===== src/sv/assert_macros.svh =====
// Assertion macros shared by the scheduler RTL.
// No dependencies; include with the bare file name.
`ifndef ASSERT_MACROS_SVH
`define ASSERT_MACROS_SVH

// Clocked assertion, disabled while reset is asserted (active low).
`define TSRS_ASSERT(lbl, clk, rstn, prop, msg) \
    lbl: assert property (@(posedge clk) disable iff (!rstn) prop) else $error(msg);

// Clocked assertion that also holds during reset.
`define TSRS_ASSERT_ALWAYS(lbl, clk, prop, msg) \
    lbl: assert property (@(posedge clk) prop) else $error(msg);

`endif


===== src/sv/tsrs_pkg.sv =====
// Shared types, register indexes, reset values and operation codes
// for the time sync retry scheduler. No dependencies.
`default_nettype none

package tsrs_pkg;

    localparam int unsigned STREAK_W = 8;
    localparam int unsigned CFG_IDX_W = 3;
    localparam int unsigned CFG_DATA_W = 32;
    localparam int unsigned S_TDATA_W = 72;
    localparam int unsigned S_TUSER_W = 2;
    localparam int unsigned M_TDATA_W = 112;

    // Configuration register indexes
    typedef enum logic [CFG_IDX_W-1:0] {
        REG_SYNC_INTERVAL = 3'd0,
        REG_SYNC_TIMEOUT  = 3'd1,
        REG_RETRY_BASE    = 3'd2,
        REG_RETRY_MAX     = 3'd3,
        REG_EPOCH_FLOOR   = 3'd4,
        REG_DUP_WINDOW    = 3'd5
    } cfg_idx_t;

    // Event kinds carried on the input tuser
    typedef enum logic [S_TUSER_W-1:0] {
        OP_TICK   = 2'd0,
        OP_NOTICE = 2'd1,
        OP_MANUAL = 2'd2,
        OP_NONE   = 2'd3
    } op_t;

    localparam logic [31:0] SYNC_INTERVAL_RST = 32'd21600000;
    localparam logic [31:0] SYNC_TIMEOUT_RST  = 32'd60000;
    localparam logic [31:0] RETRY_BASE_RST    = 32'd15000;
    localparam logic [31:0] RETRY_MAX_RST     = 32'd900000;
    localparam logic [31:0] EPOCH_FLOOR_RST   = 32'd1704067200;
    localparam logic [7:0]  DUP_WINDOW_RST    = 8'd2;

    typedef struct packed {
        logic [31:0] sync_interval_ms;
        logic [31:0] sync_timeout_ms;
        logic [31:0] retry_base_ms;
        logic [31:0] retry_max_ms;
        logic [31:0] valid_epoch_floor;
        logic [7:0]  duplicate_window_s;
    } cfg_t;

    // Saturating increment of the failure streak
    function automatic logic [STREAK_W-1:0] streak_inc(input logic [STREAK_W-1:0] s);
        return (s == {STREAK_W{1'b1}}) ? s : s + {{(STREAK_W-1){1'b0}}, 1'b1};
    endfunction

endpackage

`default_nettype wire


===== src/sv/tsrs_cfg.sv =====
// Configuration register file of the scheduler.
// Depends on tsrs_pkg for register indexes, reset values and cfg_t.
`default_nettype none

module tsrs_cfg (
    input  wire logic                            aclk,
    input  wire logic                            aresetn,
    input  wire logic                            cfg_valid,
    input  wire logic [tsrs_pkg::CFG_IDX_W-1:0]  cfg_index,
    input  wire logic [tsrs_pkg::CFG_DATA_W-1:0] cfg_data,
    output tsrs_pkg::cfg_t                       cfg
);
    import tsrs_pkg::*;

    cfg_t cfg_reg;
    cfg_t cfg_next;

    // Decode the write transaction; unknown indexes are dropped
    always_comb begin
        cfg_next = cfg_reg;
        if (cfg_valid) begin
            unique case (cfg_idx_t'(cfg_index))
                REG_SYNC_INTERVAL: cfg_next.sync_interval_ms   = cfg_data;
                REG_SYNC_TIMEOUT:  cfg_next.sync_timeout_ms    = cfg_data;
                REG_RETRY_BASE:    cfg_next.retry_base_ms      = cfg_data;
                REG_RETRY_MAX:     cfg_next.retry_max_ms       = cfg_data;
                REG_EPOCH_FLOOR:   cfg_next.valid_epoch_floor  = cfg_data;
                REG_DUP_WINDOW:    cfg_next.duplicate_window_s = cfg_data[7:0];
                default:           cfg_next = cfg_reg;
            endcase
        end
    end

    // Hold the registers; load defaults at reset
    always_ff @(posedge aclk) begin
        if (!aresetn) begin
            cfg_reg.sync_interval_ms   <= SYNC_INTERVAL_RST;
            cfg_reg.sync_timeout_ms    <= SYNC_TIMEOUT_RST;
            cfg_reg.retry_base_ms      <= RETRY_BASE_RST;
            cfg_reg.retry_max_ms       <= RETRY_MAX_RST;
            cfg_reg.valid_epoch_floor  <= EPOCH_FLOOR_RST;
            cfg_reg.duplicate_window_s <= DUP_WINDOW_RST;
        end else begin
            cfg_reg <= cfg_next;
        end
    end

    assign cfg = cfg_reg;

endmodule

`default_nettype wire


===== src/sv/tsrs_backoff.sv =====
// Retry delay: min(base << (streak-1), max), as a saturating barrel shift.
// Depends on tsrs_pkg for the streak width.
`default_nettype none

module tsrs_backoff (
    input  wire logic [tsrs_pkg::STREAK_W-1:0] streak,
    input  wire logic [31:0]                   retry_base,
    input  wire logic [31:0]                   retry_max,
    output logic      [31:0]                   delay
);
    import tsrs_pkg::*;

    logic [STREAK_W-1:0] shift;
    logic [63:0]         wide;

    // Shift in a 64-bit word so overflow shows up in the upper half
    always_comb begin
        shift = (streak != '0) ? streak - {{(STREAK_W-1){1'b0}}, 1'b1} : '0;
        wide  = {32'd0, retry_base} << shift[4:0];
        if (shift >= STREAK_W'(32)) begin
            delay = (retry_base != 32'd0) ? retry_max : 32'd0;
        end else if (wide > {32'd0, retry_max}) begin
            delay = retry_max;
        end else begin
            delay = wide[31:0];
        end
    end

endmodule

`default_nettype wire


===== src/sv/time_sync_retry_scheduler_top.sv =====
// Time sync retry scheduler: usage
// Input stream s_*: one event per transaction. s_tuser carries the event kind
// (0 tick, 1 sync notice, 2 manual set, 3 no-op). s_tdata carries the event
// fields. Output stream m_*: exactly one result transaction per event, in order.
// Config channel cfg_*: writes one register per transaction, always ready;
// write only while no event is in flight.
// An accepted event waits in the input register, then moves into the result
// register that drives m_*. Throughput: one event per cycle while m_tready
// keeps up. Each event is one pass of logic from input to result register;
// the scheduler state updates on that move, so the next event sees it.
// Reset (aresetn low, synchronous): both stages empty, configuration back to
// defaults, scheduler state cleared with boot request pending.
// When the receiver stalls, the result register holds; the input register
// still takes one more event, then s_tready drops until the result drains.
// Depends on tsrs_pkg, tsrs_cfg, tsrs_backoff and assert_macros.svh.
`default_nettype none
`include "assert_macros.svh"

module time_sync_retry_scheduler_top (
    input  wire logic                            aclk,
    input  wire logic                            aresetn,
    // Input event stream
    input  wire logic                            s_tvalid,
    output logic                                 s_tready,
    // [31:0] now_ms, [63:32] epoch_value, [64] link_up, [65] has_address,
    // [66] sync_complete, [67] settings_changed, [68] dns_ok, [71:69] zero
    input  wire logic [tsrs_pkg::S_TDATA_W-1:0]  s_tdata,
    // [1:0] operation
    input  wire logic [tsrs_pkg::S_TUSER_W-1:0]  s_tuser,
    // Result stream
    output logic                                 m_tvalid,
    input  wire logic                            m_tready,
    // [0] request_started, [1] failure_recorded, [2] sync_recorded,
    // [34:3] drift_seconds, [66:35] synced_epoch, [98:67] retry_delay_ms,
    // [106:99] streak_out, [107] busy_res, [108] synchronized,
    // [109] manual_accepted, [111:110] zero
    output logic      [tsrs_pkg::M_TDATA_W-1:0]  m_tdata,
    // Configuration write channel
    input  wire logic                            cfg_valid,
    output logic                                 cfg_ready,
    input  wire logic [tsrs_pkg::CFG_IDX_W-1:0]  cfg_index,
    input  wire logic [tsrs_pkg::CFG_DATA_W-1:0] cfg_data
);
    import tsrs_pkg::*;

    cfg_t cfg;

    // Input register
    logic        in_valid_reg;
    op_t         in_op_reg;
    logic [31:0] in_now_reg;
    logic [31:0] in_epoch_reg;
    logic        in_link_reg;
    logic        in_done_reg;
    logic        in_changed_reg;
    logic        in_dns_reg;

    // Scheduler state
    logic                ip_reg, ip_next;
    logic                boot_reg, boot_next;
    logic                lwu_reg, lwu_next;
    logic [STREAK_W-1:0] streak_reg, streak_next;
    logic [31:0]         next_at_reg, next_at_next;
    logic [31:0]         dl_reg, dl_next;
    logic [31:0]         req_reg, req_next;
    logic [31:0]         lse_reg, lse_next;

    // Result register
    logic                out_valid_reg;
    logic                started_reg, started_next;
    logic                failed_reg, failed_next;
    logic                synced_reg, synced_next;
    logic [31:0]         drift_reg, drift_next;
    logic [31:0]         delay_reg, delay_next;
    logic                manual_reg, manual_next;
    logic                sync_ok_reg, sync_ok_next;

    logic                advance;
    logic                tick_ip;
    logic                timeout_hit;
    logic [STREAK_W-1:0] streak_p1;
    logic [31:0]         delay_a;
    logic [31:0]         delay_b;

    function automatic logic reached(input logic [31:0] now, input logic [31:0] t);
        logic [31:0] diff;
        diff = now - t;
        return !diff[31];
    endfunction

    // Synced minus requested epoch, saturated to int32, zero unless both valid
    function automatic logic [31:0] drift_of(input logic [31:0] synced,
                                             input logic [31:0] req,
                                             input logic [31:0] floor);
        logic [32:0] d;
        d = {1'b0, synced} - {1'b0, req};
        if (!(synced >= floor && req >= floor)) begin
            return 32'd0;
        end else if (d[32] != d[31]) begin
            return d[32] ? 32'h8000_0000 : 32'h7fff_ffff;
        end else begin
            return d[31:0];
        end
    endfunction

    assign cfg_ready = 1'b1;

    tsrs_cfg u_cfg (
        .aclk      (aclk),
        .aresetn   (aresetn),
        .cfg_valid (cfg_valid),
        .cfg_index (cfg_index),
        .cfg_data  (cfg_data),
        .cfg       (cfg)
    );

    // Move the event on whenever the result register is free or draining
    assign advance  = in_valid_reg && (!out_valid_reg || m_tready);
    assign s_tready = !in_valid_reg || advance;

    // Streak after the running-request phase of a tick
    assign tick_ip     = (in_op_reg == OP_TICK) && ip_reg;
    assign timeout_hit = reached(in_now_reg, dl_reg);
    assign streak_p1   = (tick_ip && in_done_reg) ? '0 :
                         (tick_ip && in_link_reg && timeout_hit) ? streak_inc(streak_reg) :
                         streak_reg;

    // Backoff for the timeout failure and for a failed (re)start
    tsrs_backoff u_backoff_a (
        .streak     (streak_inc(streak_reg)),
        .retry_base (cfg.retry_base_ms),
        .retry_max  (cfg.retry_max_ms),
        .delay      (delay_a)
    );

    tsrs_backoff u_backoff_b (
        .streak     (streak_inc(streak_p1)),
        .retry_base (cfg.retry_base_ms),
        .retry_max  (cfg.retry_max_ms),
        .delay      (delay_b)
    );

    // Event processing
    always_comb begin
        logic        due;
        logic        want;
        logic [33:0] diff;
        logic [33:0] win;
        logic        dup;

        ip_next      = ip_reg;
        boot_next    = boot_reg;
        lwu_next     = lwu_reg;
        streak_next  = streak_reg;
        next_at_next = next_at_reg;
        dl_next      = dl_reg;
        req_next     = req_reg;
        lse_next     = lse_reg;
        started_next = 1'b0;
        failed_next  = 1'b0;
        synced_next  = 1'b0;
        drift_next   = 32'd0;
        delay_next   = 32'd0;
        manual_next  = 1'b0;
        due          = 1'b0;
        want         = 1'b0;
        diff         = {2'b00, in_epoch_reg} - {2'b00, lse_reg};
        win          = {26'd0, cfg.duplicate_window_s};
        dup          = 1'b0;

        unique case (in_op_reg)
            OP_TICK: begin
                // Resolve a running request: completion, link loss, timeout
                if (ip_reg) begin
                    if (in_done_reg) begin
                        drift_next   = drift_of(in_epoch_reg, req_reg,
                                                cfg.valid_epoch_floor);
                        synced_next  = 1'b1;
                        ip_next      = 1'b0;
                        dl_next      = 32'd0;
                        streak_next  = '0;
                        next_at_next = in_now_reg + cfg.sync_interval_ms;
                        lse_next     = in_epoch_reg;
                    end else if (!in_link_reg) begin
                        ip_next      = 1'b0;
                        dl_next      = 32'd0;
                        next_at_next = 32'd0;
                    end else if (timeout_hit) begin
                        ip_next      = 1'b0;
                        dl_next      = 32'd0;
                        streak_next  = streak_p1;
                        delay_next   = delay_a;
                        next_at_next = in_now_reg + delay_a;
                        failed_next  = 1'b1;
                    end
                end
                // Track the link and start a new request when one is wanted
                if (!in_link_reg) begin
                    lwu_next = 1'b0;
                end else begin
                    if (!lwu_reg) begin
                        lwu_next     = 1'b1;
                        boot_next    = 1'b1;
                        next_at_next = 32'd0;
                    end
                    due  = (next_at_next == 32'd0) || reached(in_now_reg, next_at_next);
                    want = !ip_next && (boot_next || due ||
                           (!(in_epoch_reg >= cfg.valid_epoch_floor) && streak_p1 == '0));
                    if (in_changed_reg || want) begin
                        req_next  = in_epoch_reg;
                        ip_next   = 1'b1;
                        boot_next = 1'b0;
                        if (!in_dns_reg) begin
                            ip_next      = 1'b0;
                            dl_next      = 32'd0;
                            streak_next  = streak_inc(streak_p1);
                            delay_next   = delay_b;
                            next_at_next = in_now_reg + delay_b;
                            failed_next  = 1'b1;
                        end else begin
                            dl_next      = in_now_reg + cfg.sync_timeout_ms;
                            started_next = 1'b1;
                        end
                    end
                end
            end
            OP_NOTICE: begin
                // Drop a notice that repeats the last success
                if (!ip_reg && lse_reg >= cfg.valid_epoch_floor) begin
                    dup = ($signed(diff) >= -$signed(win)) && ($signed(diff) <= $signed(win));
                end
                if (!dup) begin
                    drift_next   = drift_of(in_epoch_reg, req_reg, cfg.valid_epoch_floor);
                    synced_next  = 1'b1;
                    ip_next      = 1'b0;
                    dl_next      = 32'd0;
                    streak_next  = '0;
                    next_at_next = in_now_reg + cfg.sync_interval_ms;
                    lse_next     = in_epoch_reg;
                end
            end
            OP_MANUAL: begin
                // Accept a manual time only before the first valid sync
                if (!(lse_reg >= cfg.valid_epoch_floor) &&
                    in_epoch_reg >= cfg.valid_epoch_floor) begin
                    ip_next     = 1'b0;
                    dl_next     = 32'd0;
                    boot_next   = 1'b0;
                    manual_next = 1'b1;
                end
            end
            default: begin
            end
        endcase

        sync_ok_next = lse_next >= cfg.valid_epoch_floor;
    end

    // Control state: stage valid flags and scheduler state
    always_ff @(posedge aclk) begin
        if (!aresetn) begin
            in_valid_reg  <= 1'b0;
            out_valid_reg <= 1'b0;
            ip_reg        <= 1'b0;
            boot_reg      <= 1'b1;
            lwu_reg       <= 1'b0;
            streak_reg    <= '0;
            next_at_reg   <= 32'd0;
            dl_reg        <= 32'd0;
            req_reg       <= 32'd0;
            lse_reg       <= 32'd0;
        end else begin
            if (s_tready) begin
                in_valid_reg <= s_tvalid;
            end
            if (advance) begin
                out_valid_reg <= 1'b1;
                ip_reg        <= ip_next;
                boot_reg      <= boot_next;
                lwu_reg       <= lwu_next;
                streak_reg    <= streak_next;
                next_at_reg   <= next_at_next;
                dl_reg        <= dl_next;
                req_reg       <= req_next;
                lse_reg       <= lse_next;
            end else if (m_tready) begin
                out_valid_reg <= 1'b0;
            end
        end
    end

    // Payload: capture the input transaction
    always_ff @(posedge aclk) begin
        if (s_tready && s_tvalid) begin
            in_op_reg      <= op_t'(s_tuser);
            in_now_reg     <= s_tdata[31:0];
            in_epoch_reg   <= s_tdata[63:32];
            in_link_reg    <= s_tdata[64] & s_tdata[65];
            in_done_reg    <= s_tdata[66];
            in_changed_reg <= s_tdata[67];
            in_dns_reg     <= s_tdata[68];
        end
    end

    // Payload: load the result
    always_ff @(posedge aclk) begin
        if (advance) begin
            started_reg <= started_next;
            failed_reg  <= failed_next;
            synced_reg  <= synced_next;
            drift_reg   <= drift_next;
            delay_reg   <= delay_next;
            manual_reg  <= manual_next;
            sync_ok_reg <= sync_ok_next;
        end
    end

    assign m_tvalid = out_valid_reg;
    assign m_tdata  = {2'b00, manual_reg, sync_ok_reg, ip_reg, streak_reg, delay_reg,
                       lse_reg, drift_reg, synced_reg, failed_reg, started_reg};

    `TSRS_ASSERT(a_start_busy, aclk, aresetn, (m_tvalid && started_reg) |-> ip_reg, "request started but not busy")
    `TSRS_ASSERT(a_fail_streak, aclk, aresetn, (m_tvalid && failed_reg) |-> (streak_reg != '0), "failure with zero streak")
    `TSRS_ASSERT(a_sync_clear, aclk, aresetn, (m_tvalid && synced_reg && !failed_reg) |-> (streak_reg == '0), "sync left streak set")
    `TSRS_ASSERT(a_manual_unsync, aclk, aresetn, (m_tvalid && manual_reg) |-> !sync_ok_reg, "manual set while synchronized")
    `TSRS_ASSERT_ALWAYS(a_ready_free, aclk, !in_valid_reg |-> s_tready, "input stage empty but not ready")

endmodule

`default_nettype wire


===== config.mk =====
export PLATFORM = sky130hd
export DESIGN_NAME = time_sync_retry_scheduler_top
export DESIGN_NICKNAME = d
export VERILOG_FILES = /design/src/sv/tsrs_pkg.sv /design/src/sv/tsrs_cfg.sv /design/src/sv/tsrs_backoff.sv /design/src/sv/time_sync_retry_scheduler_top.sv
export VERILOG_INCLUDE_DIRS = /design/src /design/src/sv
export SDC_FILE = /design/constraint.sdc
export NUM_CORES = 2
export LEC_CHECK = 0
export BUFFER_PORTS_ARGS = -buffer_cell sky130_fd_sc_hd__buf_2
export CAP_MARGIN = 25
export CORE_ASPECT_RATIO = 1.1
export CORE_MARGIN = 1.5
export CORE_UTILIZATION = 48
export CTS_BUF_LIST = sky130_fd_sc_hd__clkbuf_8
export CTS_CLUSTER_SIZE = 12
export DETAILED_ROUTE_END_ITERATION = 16
export GPL_TIMING_DRIVEN = 0
export PLACE_DENSITY = 0.65
export SYNTH_ARGS = -nofsm -noshare
export SYNTH_HDL_FRONTEND = slang
export SYNTH_SLANG_ARGS = --single-unit

===== constraint.sdc =====
create_clock -name aclk -period 32.7 [get_ports aclk]
set_input_delay 3.27 -clock aclk [delete_from_list [all_inputs] [get_ports aclk]]
set_output_delay 3.27 -clock aclk [all_outputs]
set_load 0.05 [all_outputs]

==> results.md <==
* Netlist Area Pre-Place at 0.04037 sq mm
* R2r worst-path depth at 60
* Main synth FF type: dfxtp_1
* Setup ws final at 15.17 ns
* Worst Path Required at 33.18 ns
* Initial Util at 48.45%
* CTS root buffer: clkbuf_8
* Final setup violating endpoints at 0
* Share of layout cells above drive strength 1 at 9.310%
* Most frequent cells in the layout: 788 x nand2_1, 499 x a21oi_1, 493 x ha_1, 328 x nor2_1, 309 x dfxtp_1
* CTS H-tree depth at 3
* P per Cell Area at 39.37 mW/mm^2
* Critical path type: reg2reg
* CTS Buf Count at 83
* Final slew viol count at 0
* R2R Path Start: streak_reg[1]
* DRT iter0 DRCs at 3,926
* Worst-margin pin slew at 1.131 ns
* Worst path slowest cell: a31oi_1
* Static leakage at 18.50 nW
* Max IR drop VDD at 0.04671 mV
* Max Cap Viol at 0
* Routability cong. at 1.037
* Number of cell rows at 111
* Routed WL at 171,100 microns
* Placed inst area at 0.04302 sq mm
* IO Count at 229
* Synthesized area per cell at 7.869 sq um
* Worst skew pair latency at 0.74 ns
* Die ar. at 0.08587 sq mm
* Maximum clock frequency at 0.05706 GHz
* Register area share after synthesis at 25.66%
* Tcrit/Tclk final at 53.60%
* Commonest non-fill, non-tap cell in the layout: nand2_1
* # port buffers at 222
* Ys Warns at 0
* Largest net degree at the start of global routing at 54
* CTS clk-pin slew, worst paths at 0.07 ns
* Layout Cells excl Fill at 6,598
* Total power draw at 1.762 mW
* Routed vias at 41,640
* Outcome: finished, final reports clean
* Layout net count at 6,066
* HP Class: reg2reg
* FF-to-FF End: delay_reg[2]
* Die width at 279.5 microns
* DR WL/cell at 25.93 microns
* Synth Register Bits at 448
* Min Hold Slack at 0.4543 ns
* CP Capture Type: flop
* Gr usage total at 38.81%
* Design area at 0.04476 sq mm
* Crit path DAT at 18.01 ns
* Setup_tns at 0 ns
* FILL cells at 8,263
* Clk sinks at 448
* Dpl cells at 6,440
* Remaining DRCs at 0
* Async SR Flop Fraction at 0%
* Tmin final at 17.53 ns
* Initial antenna violation count at 15
* GR Overflow Total at 0
* R2R setup slack at 15.17 ns
* First-pass GRT wire length at 250,100 microns
* Crit path from: streak_reg[1]
* Die height at 307.2 microns
* Post_cts resized at 0
* Mean number of vias per cell at 6.311
* Worst rel slew slack at 23.79%
* Setup Skew at 0.05305 ns
* EDFF count, synth at 139
* Synthesis-to-layout area growth at 10.86%
* Post-DP HPWL at 137,800 microns
* Core area at 0.08333 sq mm
* Cts hold-fix bufs at 0
* CP Launch Type: flop
* Place WS at 15.84 ns
* Max Fanout on Critical Path at 10
* Final Hold Vio Count at 0
* Max FFs per register at 168
* Post-CTS Setup Inserts at 0
* Worst setup endpoint: delay_reg[2]
* RSZ-0062 raised after global routing: false
* Final ANT Viol Nets at 0
* Post-Syn Instances at 5,131
* CTS tree: yes
* TritonRoute pass-1 iters at 6
* Largest stage delay on the critical path at 0.92 ns
* Fin util at 53.72%
* Cell variety after synth at 113
* Longest Clk Path Bufs at 3
* Vias in the first global route at 39,039
## how the worst min path moves through the flow
stage / cells after the start / endpoint / startpoint / slack [ns]
4_1_cts: 2 / next_at_reg[30] / next_at_reg[30] / 0.45
3_3_place_gp: 2 / next_at_reg[9] / next_at_reg[9] / 0.44
2_1_floorplan: 2 / next_at_reg[26] / next_at_reg[26] / 0.43
6_report: 2 / next_at_reg[26] / next_at_reg[26] / 0.45
3_5_place_dp: 2 / next_at_reg[30] / next_at_reg[30] / 0.44
5_1_grt: 2 / next_at_reg[30] / next_at_reg[30] / 0.46
## worst max-delay path, delay by kind of cell (launching register included)
family / cells / cell delay [ns]
buffers and inverters: 9 / 2.87
XOR/XNOR: 3 / 0.97
AND/OR/NAND/NOR: 17 / 3.34
flip-flops: 1 / 0.58
adder cells (fa/ha/maj): 5 / 1.56
AO/OA/AOI/OAI: 26 / 7.94
## final cells by class
class / instances / area [sq um] / share of cell area [%]
antenna: 4 / 10.01 / 0.02236
multi-input combinational: 4120 / 27790 / 62.08
tap: 1073 / 1343 / 2.999
buffer: 276 / 1157 / 2.586
clock inverter: 56 / 379.1 / 0.8470
inverter: 288 / 1081 / 2.415
clock buffer: 97 / 1335 / 2.983
timing repair buffer: 236 / 1308 / 2.921
sequential: 448 / 10360 / 23.14
## per-layer routing
layer | track usage, % | wire [microns] | share of wire [%]
met5 | 0 | 112 | 0.065
met2 | 62.16 | 75830 | 44
met4 | 23.76 | 12090 | 7.1
met1 | 47.07 | 67080 | 39
met3 | 9.142 | 15980 | 9.3
## cell families after synthesis
logic type | Yosys count | synth area share [%]
adders and majority gates | 499 | 15.58
AOI/OAI and AO/OA | 1594 | 26.32
muxes | 170 | 4.311
DFF | 448 | 25.66
xor gates and xnor gates | 159 | 3.486
other | 2 | 0.01860
and+or+nand+nor | 1695 | 19.09
buffers and inverters | 564 | 5.541
## cells in the mapped netlist (27+ instances only)
master / n / area [sq um]
a211oi_1: 53 / 397.9
a21o_1: 117 / 878.3
a21oi_1: 499 / 2497
a22o_1: 43 / 376.6
a22oi_1: 78 / 585.6
a31oi_1: 46 / 287.8
and2_1: 35 / 219.0
clkbuf_1: 217 / 814.5
dfxtp_1: 309 / 6186
edfxtp_1: 139 / 4174
ha_1: 493 / 6168
inv_1: 284 / 1066
mux2i_1: 148 / 1481
nand2_1: 788 / 2958
nand2b_1: 62 / 387.9
nand3_1: 123 / 615.6
nand4_1: 59 / 369.1
nor2_1: 328 / 1231
nor2b_1: 74 / 462.9
nor3_1: 70 / 350.3
nor4_1: 36 / 225.2
o211ai_1: 55 / 412.9
o21a_1: 90 / 675.7
o21ai_0: 240 / 1201
o221a_2: 27 / 304.0
o22ai_1: 33 / 206.5
o31ai_1: 41 / 307.8
xnor2_1: 104 / 910.9
xor2_1: 54 / 473.0
## report_power, final
part	switching, mW	internal, mW	leakage, nW
Combinational	0.372	0.200	13.7
Clock	0.274	0.305	0.975
Sequential	0.0214	0.591	3.87
Power figures use the tool's default switching activity.
